## config.mk

```make
export PLATFORM = sky130hd
export DESIGN_NAME = rotary_tuning_controller_core_flat
export DESIGN_NICKNAME = d
export VERILOG_FILES = /design/src/design/rtc_pkg.sv /design/src/design/rtc_knob_if.sv /design/src/design/rtc_report_if.sv /design/src/design/rtc_cfg_if.sv /design/src/design/rtc_update.sv /design/src/design/rotary_tuning_controller_core.sv /design/src/flat_wrapper.sv
export SDC_FILE = /design/constraint.sdc
export NUM_CORES = 1
export LEC_CHECK = 0
export ABC_AREA = 1
export BUFFER_PORTS_ARGS = -buffer_cell sky130_fd_sc_hd__buf_2
export CAP_MARGIN = 5
export CORE_MARGIN = 2
export CORE_UTILIZATION = 58
export DETAILED_ROUTE_END_ITERATION = 8
export GPL_ROUTABILITY_DRIVEN = 0
export PLACE_DENSITY = 0.87
export SLEW_MARGIN = 40
export SYNTH_ARGS = -nofsm -noshare
export SYNTH_HDL_FRONTEND = slang
export SYNTH_SLANG_ARGS = --single-unit
```

## constraint.sdc

```tcl
create_clock -name clk -period 9.9 [get_ports clk]
set_input_delay 1.98 -clock clk [delete_from_list [all_inputs] [get_ports clk]]
set_output_delay 1.98 -clock clk [all_outputs]
set_load 0.02 [all_outputs]
```

## src/design/rtc_pkg.sv

```systemverilog
// shared widths, reset values, register codes and lookup tables of the rotary tuning controller
package rtc_pkg;

	localparam int CW         = 16;
	localparam int FREQ_W     = 27;
	localparam int BFO_W      = 28;
	localparam int WIN_W      = 15;
	localparam int STEP_W     = 17;
	localparam int VFO_W      = 30;
	localparam int OFS_W      = 4;
	localparam int IDX_W      = 3;
	localparam int CFG_IDX_W  = 3;
	localparam int CFG_DATA_W = 28;

	// deltas that pass the window never exceed either of these widths
	localparam int AMW    = (CW < WIN_W) ? CW : WIN_W;
	localparam int CMP_W  = (CW > WIN_W) ? CW : WIN_W;
	localparam int PROD_W = STEP_W + AMW;
	localparam int SUM_W  = ((PROD_W > FREQ_W) ? PROD_W : FREQ_W) + 2;
	localparam int MOD_W  = 16;
	localparam int NUM_STEPS = 5;

	localparam logic [CFG_IDX_W-1:0] CFG_BFO    = 3'd0;
	localparam logic [CFG_IDX_W-1:0] CFG_LOW    = 3'd1;
	localparam logic [CFG_IDX_W-1:0] CFG_HIGH   = 3'd2;
	localparam logic [CFG_IDX_W-1:0] CFG_SPLIT  = 3'd3;
	localparam logic [CFG_IDX_W-1:0] CFG_WINDOW = 3'd4;

	localparam logic [BFO_W-1:0]  BFO_RESET    = 28'd12000000;
	localparam logic [FREQ_W-1:0] LOW_RESET    = 27'd7000000;
	localparam logic [FREQ_W-1:0] HIGH_RESET   = 27'd7200000;
	localparam logic [FREQ_W-1:0] SPLIT_RESET  = 27'd10000000;
	localparam logic [WIN_W-1:0]  WINDOW_RESET = 15'd10;
	localparam logic [FREQ_W-1:0] FREQ_RESET   = 27'd7115000;
	localparam logic [IDX_W-1:0]  IDX_RESET    = 3'd2;

	typedef struct packed {
		logic [BFO_W-1:0]  bfo_frequency;
		logic [FREQ_W-1:0] band_low;
		logic [FREQ_W-1:0] band_high;
		logic [FREQ_W-1:0] sideband_split;
		logic [WIN_W-1:0]  delta_window;
	} rtc_cfg_t;

	typedef struct packed {
		logic signed [CW-1:0] last_position;
		logic [FREQ_W-1:0]    tuned_frequency;
		logic [IDX_W-1:0]     step_index;
		logic                 tuning_mode;
	} rtc_state_t;

	function automatic logic [STEP_W-1:0] step_of(input logic [IDX_W-1:0] idx);
		logic [STEP_W-1:0] s;
		case (idx)
			3'd0:    s = 17'd10;
			3'd1:    s = 17'd100;
			3'd2:    s = 17'd1000;
			3'd3:    s = 17'd10000;
			3'd4:    s = 17'd100000;
			default: s = 17'd10;
		endcase
		return s;
	endfunction

	function automatic logic [OFS_W-1:0] offset_of(input logic [IDX_W-1:0] idx);
		logic [OFS_W-1:0] o;
		case (idx)
			3'd0:    o = 4'd8;
			3'd1:    o = 4'd7;
			3'd2:    o = 4'd5;
			3'd3:    o = 4'd4;
			3'd4:    o = 4'd3;
			default: o = 4'd8;
		endcase
		return o;
	endfunction

endpackage

```

## src/design/rtc_knob_if.sv

```systemverilog
// encoder poll channel: raw counter and mode button
interface rtc_knob_if;
	import rtc_pkg::*;

	logic          valid;
	logic          ready;
	logic [CW-1:0] counter_raw;
	logic          mode_button;

	modport source (output valid, output counter_raw, output mode_button, input ready);
	modport sink (input valid, input counter_raw, input mode_button, output ready);
endinterface

```

## src/design/rtc_report_if.sv

```systemverilog
// result channel: frequency, oscillator, step and mode report
interface rtc_report_if;
	import rtc_pkg::*;

	logic                    valid;
	logic                    ready;
	logic [FREQ_W-1:0]       tuned_frequency_out;
	logic signed [VFO_W-1:0] vfo_frequency;
	logic [STEP_W-1:0]       step_size;
	logic [OFS_W-1:0]        digit_offset;
	logic                    tuning_mode_out;
	logic                    applied;

	modport source (output valid, output tuned_frequency_out, output vfo_frequency,
		output step_size, output digit_offset, output tuning_mode_out, output applied,
		input ready);
	modport sink (input valid, input tuned_frequency_out, input vfo_frequency,
		input step_size, input digit_offset, input tuning_mode_out, input applied,
		output ready);
endinterface

```

## src/design/rtc_cfg_if.sv

```systemverilog
// configuration write channel: register index and data
interface rtc_cfg_if;
	import rtc_pkg::*;

	logic                  valid;
	logic                  ready;
	logic [CFG_IDX_W-1:0]  index;
	logic [CFG_DATA_W-1:0] data;

	modport source (output valid, output index, output data, input ready);
	modport sink (input valid, input index, input data, output ready);
endinterface

```

## src/design/rtc_update.sv

```systemverilog
// next-state logic for one poll: knob delta, window check, frequency clamp, step rotation
module rtc_update (
	input  logic signed [rtc_pkg::CW-1:0] pos,
	input  logic                          button,
	input  rtc_pkg::rtc_state_t           cur,
	input  rtc_pkg::rtc_cfg_t             cfg,
	output rtc_pkg::rtc_state_t           nxt,
	output logic                          applied
);
	import rtc_pkg::*;

	logic signed [CW:0]       delta;
	logic                     neg;
	logic [CW:0]              mag_full;
	logic [CW-1:0]            mag;
	logic [AMW-1:0]           mag_a;
	logic                     ok;
	logic [STEP_W-1:0]        step_val;
	logic [PROD_W-1:0]        prod;
	logic signed [SUM_W-1:0]  base;
	logic signed [SUM_W-1:0]  fsum;
	logic signed [SUM_W-1:0]  low_x;
	logic signed [SUM_W-1:0]  high_x;
	logic [FREQ_W-1:0]        f_new;
	logic [MOD_W-1:0]         m16;
	logic [5:0]               nib_sum;
	logic [4:0]               fold;
	logic [IDX_W-1:0]         m5;
	logic [IDX_W-1:0]         shift;
	logic [3:0]               idx_sum;
	logic [IDX_W-1:0]         idx_new;

	// values up to 18 only
	function automatic logic [IDX_W-1:0] mod5_small(input logic [4:0] v);
		logic [4:0] r;
		if (v >= 5'd15) begin
			r = v - 5'd15;
		end else if (v >= 5'd10) begin
			r = v - 5'd10;
		end else if (v >= 5'd5) begin
			r = v - 5'd5;
		end else begin
			r = v;
		end
		return r[IDX_W-1:0];
	endfunction

	assign delta    = {pos[CW-1], pos} - {cur.last_position[CW-1], cur.last_position};
	assign neg      = delta[CW];
	assign mag_full = neg ? -delta : delta;
	assign mag      = mag_full[CW-1:0];
	assign mag_a    = mag[AMW-1:0];
	assign ok       = (delta != '0) && (CMP_W'(mag) < CMP_W'(cfg.delta_window));
	assign applied  = ok;

	// frequency mode: move by step times delta, floor tested before ceiling
	assign step_val = step_of(cur.step_index);
	assign prod     = PROD_W'(step_val) * PROD_W'(mag_a);
	assign base     = signed'(SUM_W'(cur.tuned_frequency));
	assign fsum     = neg ? base - signed'(SUM_W'(prod)) : base + signed'(SUM_W'(prod));
	assign low_x    = signed'(SUM_W'(cfg.band_low));
	assign high_x   = signed'(SUM_W'(cfg.band_high));

	always_comb begin
		if (fsum < low_x) begin
			f_new = cfg.band_low;
		end else if (fsum > high_x) begin
			f_new = cfg.band_high;
		end else begin
			f_new = fsum[FREQ_W-1:0];
		end
	end

	// |delta| mod 5 by nibble folding, since 16 is 1 mod 5
	assign m16     = MOD_W'(mag_a);
	assign nib_sum = 6'(m16[3:0]) + 6'(m16[7:4]) + 6'(m16[11:8]) + 6'(m16[15:12]);
	assign fold    = 5'(nib_sum[5:4]) + 5'(nib_sum[3:0]);
	assign m5      = mod5_small(fold);

	// index moves by minus delta
	assign shift   = neg ? m5 : ((m5 == '0) ? '0 : 3'(NUM_STEPS) - m5);
	assign idx_sum = 4'(cur.step_index) + 4'(shift);
	assign idx_new = (idx_sum >= 4'(NUM_STEPS)) ? 3'(idx_sum - 4'(NUM_STEPS)) : idx_sum[IDX_W-1:0];

	always_comb begin
		nxt = cur;
		nxt.last_position = pos;
		if (ok && !cur.tuning_mode) begin
			nxt.tuned_frequency = f_new;
		end
		if (ok && cur.tuning_mode) begin
			nxt.step_index = idx_new;
		end
		nxt.tuning_mode = cur.tuning_mode ^ button;
	end

endmodule

```

## src/design/rotary_tuning_controller_core.sv

```systemverilog
// top level of the rotary tuning controller: input stage, state update, result register
//
//  channel | dir | handshake     | payload
//  knob    | in  | valid / ready | counter_raw, mode_button
//  report  | out | valid / ready | tuned_frequency_out, vfo_frequency, step_size,
//          |     |               | digit_offset, tuning_mode_out, applied
//  cfg     | in  | valid / ready | index, data (ready is always high)
//
// three register stages: decoded knob position, state update, result register.
// one item per cycle unless the report channel stalls; the state loop (delta, step
// multiply, clamp) closes through the stage-2 state registers alone.
// each stage holds while the one after it is full and stalled, and fills any bubble.
// arst_n restores the register defaults and the power-up state and empties all stages.
module rotary_tuning_controller_core (
	input logic           clk,
	input logic           arst_n,
	rtc_knob_if.sink      knob,
	rtc_report_if.source  report,
	rtc_cfg_if.sink       cfg
);
	import rtc_pkg::*;

	function automatic logic signed [CW-1:0] knob_position(input logic [CW-1:0] raw);
		logic [CW-1:0] rm1;
		logic [CW-2:0] p;
		rm1 = raw - 1'b1;
		p   = ~rm1[CW-1:1];
		// above half of the half range the position wraps to negative
		return (p > (CW-1)'(1 << (CW-2))) ? {1'b1, p} : {1'b0, p};
	endfunction

	rtc_cfg_t   cfg_q;
	rtc_state_t state_q;
	rtc_state_t state_nxt;
	logic       applied_nxt;

	logic                    valid_s1;
	logic signed [CW-1:0]    pos_s1;
	logic                    button_s1;
	logic                    valid_s2;
	logic                    applied_s2;
	logic                    valid_s3;
	logic [FREQ_W-1:0]       freq_s3;
	logic signed [VFO_W-1:0] vfo_s3;
	logic [STEP_W-1:0]       step_s3;
	logic [OFS_W-1:0]        ofs_s3;
	logic                    mode_s3;
	logic                    applied_s3;

	logic rdy_s1;
	logic rdy_s2;
	logic rdy_s3;

	assign rdy_s3 = !valid_s3 || report.ready;
	assign rdy_s2 = !valid_s2 || rdy_s3;
	assign rdy_s1 = !valid_s1 || rdy_s2;

	assign knob.ready = rdy_s1;
	assign cfg.ready  = 1'b1;

	always_ff @(posedge clk or negedge arst_n) begin
		if (!arst_n) begin
			cfg_q.bfo_frequency  <= BFO_RESET;
			cfg_q.band_low       <= LOW_RESET;
			cfg_q.band_high      <= HIGH_RESET;
			cfg_q.sideband_split <= SPLIT_RESET;
			cfg_q.delta_window   <= WINDOW_RESET;
		end else if (cfg.valid) begin
			unique case (cfg.index)
				CFG_BFO:    cfg_q.bfo_frequency  <= cfg.data[BFO_W-1:0];
				CFG_LOW:    cfg_q.band_low       <= cfg.data[FREQ_W-1:0];
				CFG_HIGH:   cfg_q.band_high      <= cfg.data[FREQ_W-1:0];
				CFG_SPLIT:  cfg_q.sideband_split <= cfg.data[FREQ_W-1:0];
				CFG_WINDOW: cfg_q.delta_window   <= cfg.data[WIN_W-1:0];
				default: begin
				end
			endcase
		end
	end

	// stage 1: decoded knob position
	always_ff @(posedge clk or negedge arst_n) begin
		if (!arst_n) begin
			valid_s1 <= 1'b0;
		end else if (rdy_s1) begin
			valid_s1 <= knob.valid;
		end
	end

	always_ff @(posedge clk) begin
		if (knob.valid && rdy_s1) begin
			pos_s1    <= knob_position(knob.counter_raw);
			button_s1 <= knob.mode_button;
		end
	end

	rtc_update u_update (
		.pos     (pos_s1),
		.button  (button_s1),
		.cur     (state_q),
		.cfg     (cfg_q),
		.nxt     (state_nxt),
		.applied (applied_nxt)
	);

	// stage 2: state registers hold the item that sits in this stage
	always_ff @(posedge clk or negedge arst_n) begin
		if (!arst_n) begin
			valid_s2                <= 1'b0;
			applied_s2              <= 1'b0;
			state_q.last_position   <= '0;
			state_q.tuned_frequency <= FREQ_RESET;
			state_q.step_index      <= IDX_RESET;
			state_q.tuning_mode     <= 1'b0;
		end else if (rdy_s2) begin
			valid_s2 <= valid_s1;
			if (valid_s1) begin
				state_q    <= state_nxt;
				applied_s2 <= applied_nxt;
			end
		end
	end

	// stage 3: result register
	always_ff @(posedge clk or negedge arst_n) begin
		if (!arst_n) begin
			valid_s3 <= 1'b0;
		end else if (rdy_s3) begin
			valid_s3 <= valid_s2;
		end
	end

	always_ff @(posedge clk) begin
		if (valid_s2 && rdy_s3) begin
			freq_s3    <= state_q.tuned_frequency;
			step_s3    <= step_of(state_q.step_index);
			ofs_s3     <= offset_of(state_q.step_index);
			mode_s3    <= state_q.tuning_mode;
			applied_s3 <= applied_s2;
			if (state_q.tuned_frequency < cfg_q.sideband_split) begin
				vfo_s3 <= signed'(VFO_W'(cfg_q.bfo_frequency))
					- signed'(VFO_W'(state_q.tuned_frequency));
			end else begin
				vfo_s3 <= signed'(VFO_W'(cfg_q.bfo_frequency))
					+ signed'(VFO_W'(state_q.tuned_frequency));
			end
		end
	end

	assign report.valid               = valid_s3;
	assign report.tuned_frequency_out = freq_s3;
	assign report.vfo_frequency       = vfo_s3;
	assign report.step_size           = step_s3;
	assign report.digit_offset        = ofs_s3;
	assign report.tuning_mode_out     = mode_s3;
	assign report.applied             = applied_s3;

	a_step_index_range: assert property (@(posedge clk) disable iff (!arst_n)
		state_q.step_index <= 3'(NUM_STEPS - 1))
		else $error("step index out of range");

	a_state_holds_when_stalled: assert property (@(posedge clk) disable iff (!arst_n)
		valid_s2 && !rdy_s3 |=> $stable(state_q))
		else $error("state changed while stage 2 was stalled");

	a_s1_fills_on_accept: assert property (@(posedge clk) disable iff (!arst_n)
		knob.valid && knob.ready |=> valid_s1)
		else $error("accepted item missing from stage 1");

	a_s3_from_s2: assert property (@(posedge clk) disable iff (!arst_n)
		$rose(valid_s3) |-> $past(valid_s2))
		else $error("result appeared without an item in stage 2");

endmodule
```

## src/flat_wrapper.sv

```systemverilog
// flat-port wrapper written by rule: the top's interface ports become plain ports
module rotary_tuning_controller_core_flat import rtc_pkg::*;
  (clk, arst_n, knob_valid, knob_counter_raw, knob_mode_button, knob_ready, report_valid, report_tuned_frequency_out, report_vfo_frequency, report_step_size, report_digit_offset, report_tuning_mode_out, report_applied, report_ready, cfg_valid, cfg_index, cfg_data, cfg_ready);
  rtc_knob_if knob_i ();
  rtc_report_if report_i ();
  rtc_cfg_if cfg_i ();
  input logic clk;
  input logic arst_n;
  input wire logic [$bits(knob_i.valid)-1:0] knob_valid;
  input wire logic [$bits(knob_i.counter_raw)-1:0] knob_counter_raw;
  input wire logic [$bits(knob_i.mode_button)-1:0] knob_mode_button;
  output wire logic [$bits(knob_i.ready)-1:0] knob_ready;
  output wire logic [$bits(report_i.valid)-1:0] report_valid;
  output wire logic [$bits(report_i.tuned_frequency_out)-1:0] report_tuned_frequency_out;
  output wire logic [$bits(report_i.vfo_frequency)-1:0] report_vfo_frequency;
  output wire logic [$bits(report_i.step_size)-1:0] report_step_size;
  output wire logic [$bits(report_i.digit_offset)-1:0] report_digit_offset;
  output wire logic [$bits(report_i.tuning_mode_out)-1:0] report_tuning_mode_out;
  output wire logic [$bits(report_i.applied)-1:0] report_applied;
  input wire logic [$bits(report_i.ready)-1:0] report_ready;
  input wire logic [$bits(cfg_i.valid)-1:0] cfg_valid;
  input wire logic [$bits(cfg_i.index)-1:0] cfg_index;
  input wire logic [$bits(cfg_i.data)-1:0] cfg_data;
  output wire logic [$bits(cfg_i.ready)-1:0] cfg_ready;
  assign knob_i.valid = knob_valid;
  assign knob_i.counter_raw = knob_counter_raw;
  assign knob_i.mode_button = knob_mode_button;
  assign knob_ready = knob_i.ready;
  assign report_valid = report_i.valid;
  assign report_tuned_frequency_out = report_i.tuned_frequency_out;
  assign report_vfo_frequency = report_i.vfo_frequency;
  assign report_step_size = report_i.step_size;
  assign report_digit_offset = report_i.digit_offset;
  assign report_tuning_mode_out = report_i.tuning_mode_out;
  assign report_applied = report_i.applied;
  assign report_i.ready = report_ready;
  assign cfg_i.valid = cfg_valid;
  assign cfg_i.index = cfg_index;
  assign cfg_i.data = cfg_data;
  assign cfg_ready = cfg_i.ready;
  rotary_tuning_controller_core u_core (.clk(clk), .arst_n(arst_n), .knob(knob_i), .report(report_i), .cfg(cfg_i));
endmodule
```

==> reports/metrics.yaml, run 1 <==
cts_buffer_depth: 3
h-tree-depth: 1
synthCells: 3625
root_buffer: "clkbuf_16"
die_w_um: 223
error: "[ERROR GRT-0232] Routing congestion too high. Check the congestion heatmap in the GUI."
synthMuxAreaShare_pct: 0.217
placementRows: 80
cts.sinks: 264
yosysTopAreaCellShare_pct: 16.8
worst-ep-kind: "sequential cell input"
numCtsBuffers: 30
io_pins: 136
synth_top_family_by_area: "adder cells"
synth_edf_count: 89
synthSimpleGateAreaFrac_pct: 20.0
synth.area.top_cells: "ha_1 17%, dfrtp_1 11%, fa_1 11%"
track_usage_pct: 77.2
yosys_warnings: 0
grt_max_degree: 105
postSynthAreaPerCell_um2: 7.64
synth_compound_area_share_pct: 12.1
synth-seq-cells: 264
worstEndpointGrtRepair: "u_core.state_q[17]$_DFFE_PN0P_/D"
yosysUniqueCellTypes: 62
start_util_pct: 58.4
async_reset_ff_share_pct: 66.3
overflow: 82
flow.stopped_at: "global routing (5_1_grt)"
status: "aborted with a tool error"
synth_area_mm2: 0.0277
synth_top_cell_by_area: "ha_1"
hpwl_um: 63900
yosysSeqAreaShare_pct: 25.7
holdBufCountCts: 0
ys.flop_type: "dfrtp_1"
synth_fa_ha_area_share_pct: 27.4
synth_xor_area_share_pct: 3.63
die_height_um: 223
portBuffers: 130
==> logic make-up after synthesis <==
logic type,Yosys count
flip-flops,264
adder cells (fa/ha/maj),518
XOR/XNOR,115
multiplexers,6
AND/OR/NAND/NOR,1337
buffers and inverters,779
AO/OA/AOI/OAI,604
other,2
==> through the flow <==
step	setup TNS (ns)	util (%)	cells	worst slack (ns)	area, um2
3_3_place_gp	-25.62	67.0	4680	-0.976	31800
4_1_cts	-8.50	74.0	4814	-0.344	35100
2_1_floorplan	0	-	3628	0.00217	27800
3_5_place_dp	-31.13	67.1	4682	-1.19	31800
==> repair_timing <==
item	4_1_cts
cloned	6
gates resized for setup	324
setup endpoints to repair	27
buffers inserted	70
pin swaps	152
==> layer usage <==
metal | GRT usage, % | overflow
met1 | 75.9 | 3
met2 | 88.6 | 50
met3 | 71.3 | 6
met4 | 70.5 | 23
met5 | 55.9 | 0
==> cells in the mapped netlist (all sizes together) (27+ instances only) <==
library cell,number
fa,147
nand4,50
dfrtp,120
xor2,90
nor3,29
clkbuf,52
inv,680
o21ai,273
dfstp,55
nor2,299
edfxtp,89
ha,371
a21oi,232
buf,40
nand3,134
o21bai,27
nand2,796
==> run 2, diff against run 1 <==
Settings changed: CORE_UTILIZATION 58 to 40, PLACE_DENSITY 0.87 to default, PLACE_DENSITY_LB_ADDON from default to 0.15.
Clock period 9.9 ns to 12.87 ns, I/O delays scaled along.
==> run 2 against run 1 <==
  * The flow now finishes without violations
  * Area after synthesis is the same
  * Synthesized cell count is the same
==> reports/metrics.yaml, run 2 <==
status: "complete, no violations"
post-synth-top-count-cell: "nand2_1"
portBuffers: 130  # unchanged
hold_slack_ns: 0.435
async_reset_ff_share_pct: 66.3  # unchanged
cp.required_ns: 13.32
cap_violations: 0
cts_buffer_depth: 3  # unchanged
vias_per_cell: 4.99
start_util_pct: 40.4  # -18 points
clk-insertion-delay-late_ns: 0.57
slowest_delay_ns: 0.54
post-cts-setup-buffer-count: 0  # -100%
synth.area.top_cells: "ha_1 17%, dfrtp_1 11%, fa_1 11%"
cp.arrival_ns: 12.31
slowest_stage: "fa_1"
numCtsBuffers: 35  # +17%
grt_max_degree: 80
fin_worst_skew_ns: 0.0157
synth_compound_area_share_pct: 12.1  # unchanged
synth_top_cell_by_area: "ha_1"
drive_gt1_share_pct: 9.06
synthCells: 3625  # unchanged
track_usage_pct: 22.7
yosys_warnings: 0  # unchanged
wl_per_cell_um: 17.1
path_class: "reg2reg"
finalWorstPathRequiredPeriod_ns: 11.86
synth_commonest_cells: "784 x nand2_1, 674 x inv_1, 371 x ha_1"
diodes: 0
root_buffer: "clkbuf_16"
grt_pass1_wl_um: 126000
yosysSeqAreaShare_pct: 25.7  # unchanged
holdBufCountCts: 0  # unchanged
min_period_over_period_pct: 92.2
largest_register_ffs: 124
dieArea_mm2: 0.0714
synth_fa_ha_area_share_pct: 27.4  # unchanged
synthMuxAreaShare_pct: 0.217  # unchanged
drc: 0
yosysTopAreaCellShare_pct: 16.8  # unchanged
synthSimpleGateAreaFrac_pct: 20.0  # unchanged
synth-seq-cells: 264  # unchanged
grt_pass1_vias: 22200
cts_tree: "done"
finalWirelength_um: 80400
endpoint_kind: "register"
postSynthAreaPerCell_um2: 7.64  # unchanged
syn_to_final_growth_pct: 10.5
fp.coreArea_mm2: 0.0686
crit_fanout: 26
drt_pre_antenna_iters: 5
antenna_found_initial: 1
hold_path_class: "reg2reg"
final_common_cell: "nand2_1"
final_cell_mix: "783 x nand2_1, 674 x inv_1, 371 x ha_1, 292 x nor2_1, 264 x o21ai_0"
placementRows: 96  # +20%
synth_edf_count: 89  # unchanged
rsz0062_at_grt: "no"
overflow: 0
startpoint_type: "register"
fin_nets: 4309
cts.sinks: 264  # unchanged
cts_resized: 0  # -100%
slew_viol_final: 0
tightest_slew_ns: 0.768
post-route-util_pct: 44.6
yosysUniqueCellTypes: 62  # unchanged
fmax_mhz: 84.3
synth_top_family_by_area: "adder cells"
drt_iter0_markers: 1702
h-tree-depth: 2  # +1
clk_pin_slew_ns: 0.06
ys.flop_type: "dfrtp_1"
synth_area_mm2: 0.0277  # unchanged
setup_violations: 0
hpwl_um: 64900  # +1.6%
ant_nets: 0
io_pins: 136  # unchanged
cpMostUsedCell: "nand2_1"
die_w_um: 267  # +20%
top_register: "u_core.cfg_q"
vias: 23400
die_height_um: 267  # +20%
slew-limit-headroom_pct: 48.8
hold_viol: 0
synth_xor_area_share_pct: 3.63  # unchanged
tns_ns: 0
## run 2: layer usage
| metal | vias up | routed length, um | part of all wire, % | GRT usage [%] |
|---|---|---|---|---|
| met4 | 2 | 1890 | 2.4 | 5.42 |
| met1 | 11000 | 38800 | 48 | 33.4 |
| met2 | 570 | 34800 | 43 | 34.4 |
| li1 | 11800 | - | - | - |
| met5 | - | 13 | 0.016 | 0 |
| met3 | 98 | 4860 | 6.0 | 3.81 |
## run 2: path summary, 6_finish.rpt
| kind | cells past startpoint | to | from | slack (ns) |
|---|---|---|---|---|
| worst max-delay path | 58 | u_core.state_q[28]$_DFFE_PN0P_ | u_core.pos_s1[0]$_DFFE_PP_ | 1.01 |
| worst min register to register | 0 | u_core.report.tuning_mode_out$_DFFE_PP_ | u_core.state_q[0]$_DFFE_PN0P_ | 0.44 |
| max in group asynchronous | 3 | u_core.state_q[1]$_DFFE_PN0P_ | arst_n | 9.21 |
| worst min-delay path | 0 | u_core.report.tuning_mode_out$_DFFE_PP_ | u_core.state_q[0]$_DFFE_PN0P_ | 0.44 |
| worst max register to register | 58 | u_core.state_q[28]$_DFFE_PN0P_ | u_core.pos_s1[0]$_DFFE_PP_ | 1.01 |
| min in group asynchronous | 1 | u_core.cfg_q[96]$_DFFE_PN0P_ | arst_n | 2.05 |
## run 2: area by class of cell
cell class                      instances  area, um2
Inverter                              687       2580
Tap cell                              931       1160
Clock buffer                           49        991
Clock inverter                         15        178
Multi-Input combinational cell       2585      17600
Fill cell                            7063      38000
Timing Repair Buffer                  165        963
Sequential cell                       264       7120
## run 2: cell families (layout without fill, tap and decap cells)
| family | Yosys count | after routing |
|---|---|---|
| buffers and inverters | 779 | 916 |
| flip-flops | 264 | 264 |
| XOR/XNOR | 115 | 115 |
| other | 2 | 5 |
| AND/OR/NAND/NOR | 1337 | 1337 |
| adder cells (fa/ha/maj) | 518 | 518 |
| multiplexers | 6 | 6 |
| AO/OA/AOI/OAI | 604 | 604 |
## run 2: worst max-delay path, delay by kind of cell, from the launching register on
family,cells,cell delay (ns)
xor+xnor,2,0.44
flops,1,0.33
simple gates,23,2.85
compound gates,10,1.94
fa+ha+maj,11,4.71
buf+inv,12,1.43
## run 2: per-stage QoR
stage,setup WS (ns),area (um2),instances
2_1_floorplan,2.71,27700,3628
3_3_place_gp,1.05,29400,4632
3_5_place_dp,1.01,29400,4632
4_1_cts,0.960,30600,4696
5_1_grt,0.0892,30600,4696
6_report,1.01,30600,4696
Power of run 2 is left out: the tool's default activity adds up to more than one toggle a clock period on the data nets, which glitch-free logic cannot reach.
==> run 3, diff against run 2 <==
Settings changed: ABC_AREA 1 to 0.
==> run 3 against run 2 <==
  * Synthesized cell count fell by 19%
  * Largest cell class unchanged
  * Clock skew rose by 0.016 ns
  * Via count shrank 7.4%
  * Cell area is essentially flat
  * Die area is 3.9% lower
  * Final cell count shrank 15%
  * Routed wire length shrank 2.2%
==> reports/metrics.yaml, run 3 <==
status: "complete, no violations"
fp.coreArea_mm2: 0.0659  # -4.0%
ys.flop_type: "dfrtp_1"
cts.sinks: 264  # unchanged
hpwl_um: 62700  # -3.4%
slowest_stage: "fa_1"
slowest_delay_ns: 0.58  # +0.04 ns
post-synth-top-count-cell: "inv_1"
synth.area.top_cells: "ha_1 17%, dfrtp_1 11%, fa_1 11%"
drt_pre_antenna_iters: 7  # +2
synthCells: 2927  # -19%
crit_fanout: 7  # -73%
path_class: "reg2reg"
dp_slack_ns: -0.208  # -1.22 ns
synth-seq-cells: 264  # unchanged
synth_top_cell_by_area: "ha_1"
yosysTopAreaCellShare_pct: 17.4  # +0.69 points
fin_ws_ns: 0.512  # -0.495 ns
synth_commonest_cells: "457 x inv_1, 371 x ha_1, 234 x nand2_1"
diodes: 0  # unchanged
slew_viol_final: 0  # unchanged
placementRows: 94  # -2.1%
clk_pin_slew_ns: 0.06  # about the same
cp.required_ns: 13.31  # about the same
start_util_pct: 40.4  # about the same
rr_startpoint: "u_core.pos_s1[0]$_DFFE_PP_"
root_buffer: "clkbuf_16"
vias_per_cell: 5.40  # +8.4%
grt_pass1_wl_um: 121000  # -3.9%
final_cell_mix: "452 x inv_1, 363 x ha_1, 232 x nand2_1, 178 x nor2_1, 171 x o21ai_0"
synth_edf_count: 89  # unchanged
crit_start: "u_core.pos_s1[0]$_DFFE_PP_"
reg2reg_to: "u_core.state_q[30]$_DFFE_PN0P_"
hold_viol: 0  # unchanged
tightest_slew_ns: 0.786  # +0.0180 ns
holdBufCountCts: 0  # unchanged
rr_worst_depth: 53  # -8.6%
h-tree-depth: 2  # unchanged
cpMostUsedCell: "fa_2"
final_common_cell: "inv_1"
wl_per_cell_um: 19.6  # +15%
hold_path_class: "reg2reg"
grt_pass1_vias: 21600  # -2.7%
fin_nets: 3691  # -14%
io_pins: 136  # unchanged
finalWirelength_um: 78600  # -2.2%
cts_tree: "done"
top_register: "u_core.cfg_q"
endpoint_kind: "register"
postSynthAreaPerCell_um2: 9.09  # +19%
die_w_um: 262  # -2.0%
cap_violations: 0  # unchanged
clk-insertion-delay-late_ns: 0.59  # +0.02 ns
fmax_mhz: 80.9  # -4.0%
cts_buffer_depth: 3  # unchanged
grt_max_degree: 67  # -16%
min_period_over_period_pct: 96.0  # +3.8 points
drive_gt1_share_pct: 16.7  # +7.7 points
cp.arrival_ns: 12.79  # +0.48 ns
overflow: 0  # unchanged
endpoint: "u_core.state_q[30]$_DFFE_PN0P_"
vias: 21700  # -7.4%
slew-limit-headroom_pct: 47.3  # -1.5 points
ant_nets: 0  # unchanged
die_height_um: 262  # -2.0%
numCtsBuffers: 36  # +2.9%
r2r_slack_ns: 0.51  # -0.49 ns
yosys_warnings: 0  # unchanged
drc: 0  # unchanged
syn_to_final_growth_pct: 15.0
fin_worst_skew_ns: 0.0317  # +0.0161 ns
yosysUniqueCellTypes: 82  # +32%
startpoint_type: "register"
portBuffers: 130  # unchanged
dieArea_mm2: 0.0686  # -3.9%
track_usage_pct: 22.8  # +0.15 points
nFillCells: 6426  # -9.0%
setup_violations: 0  # unchanged
async_reset_ff_share_pct: 66.3  # unchanged
synth_area_mm2: 0.0266  # -4.0%
yosysSeqAreaShare_pct: 26.8  # +1.1 points
largest_register_ffs: 124  # unchanged
drt_iter0_markers: 1465  # -14%
antenna_found_initial: 2  # +1
finalWorstPathRequiredPeriod_ns: 12.36  # +0.495 ns
run 3: timing repair:
action | in CTS | in global routing
setup buffers | 0 | 20
gates resized for setup | 5 | 88
gates cloned | 1 | 1
pin swaps | 1 | 50
hold endpoints to repair | 0 | 0
endpoints found under the setup margin | 27 | 27
run 3: layout make-up:
type	instances	area, um2	area share (%)
inverters	459	1720	5.63
flip-flops and latches	264	7120	23.3
well taps	864	1080	3.53
clock inverters	16	245	0.801
multi-input cells	2121	17800	58.3
repair buffers	238	1590	5.21
clock buffers	49	1000	3.27
run 3: worst min path at each step:
| stage | endpoint | from | slack, ns | depth (start not counted) |
|---|---|---|---|---|
| after detailed placement | u_core.report.applied$_DFFE_PP_ | u_core.applied_s2$_DFFE_PN0P_ | 0.44 | 0 |
| after CTS | u_core.report.applied$_DFFE_PP_ | u_core.applied_s2$_DFFE_PN0P_ | 0.44 | 0 |
| after global routing | u_core.report.applied$_DFFE_PP_ | u_core.applied_s2$_DFFE_PN0P_ | 0.44 | 0 |
| after floorplan | u_core.report.applied$_DFFE_PP_ | u_core.applied_s2$_DFFE_PN0P_ | 0.43 | 0 |
| final | u_core.report.applied$_DFFE_PP_ | u_core.applied_s2$_DFFE_PN0P_ | 0.43 | 0 |
| after global placement | u_core.report.applied$_DFFE_PP_ | u_core.applied_s2$_DFFE_PN0P_ | 0.43 | 0 |
run 3: layer usage:
metal  vias to the layer above  part of all wire [%]  GRT usage, %
li1                      10300                     -             -
met1                     10600                    45          31.2
met2                       594                    46          37.7
met3                       103                   5.6          3.45
met4                         0                   2.6          6.03
met5                         -                     0             0
run 3: kinds of logic (layout without fill, tap and decap cells):
family | after synthesis | in the layout | synth area share, %
xor+xnor | 127 | 127 | 4.25
flops | 264 | 264 | 26.8
simple gates | 705 | 705 | 12.4
compound gates | 664 | 664 | 16.0
fa+ha+maj | 518 | 518 | 28.5
buf+inv | 545 | 762 | 7.91
mux | 102 | 102 | 4.17
other cells | 2 | 5 | 0.0282
run 3: through the flow:
| stage | TNS (ns) | area [um2] | hold WS [ns] | std cells | utilization [%] |
|---|---|---|---|---|---|
| detailed placement | -4.30 | 28700 | 0.443 | 3924 | 43.6 |
| global placement | 0 | 28700 | 0.431 | 3924 | 43.6 |
| floorplan | 0 | 26600 | 0.426 | 2930 | - |
| global route | -0.624 | 30600 | 0.444 | 4011 | 46.5 |
| CTS | 0 | 30100 | 0.437 | 3990 | 45.6 |
| finish | 0 | 30600 | 0.433 | 4011 | 46.5 |
run 3: critical path, delay by kind of cell, from the launching register on:
kind | cells | cell delay [ns]
adder cells (fa/ha/maj) | 11 | 4.18
AO/OA/AOI/OAI | 19 | 3.70
multiplexers | 1 | 0.22
buffers and inverters | 7 | 0.79
flip-flops | 1 | 0.37
AND/OR/NAND/NOR | 12 | 2.19
XOR/XNOR | 3 | 0.75
Power of run 3 is left out for the same reason.
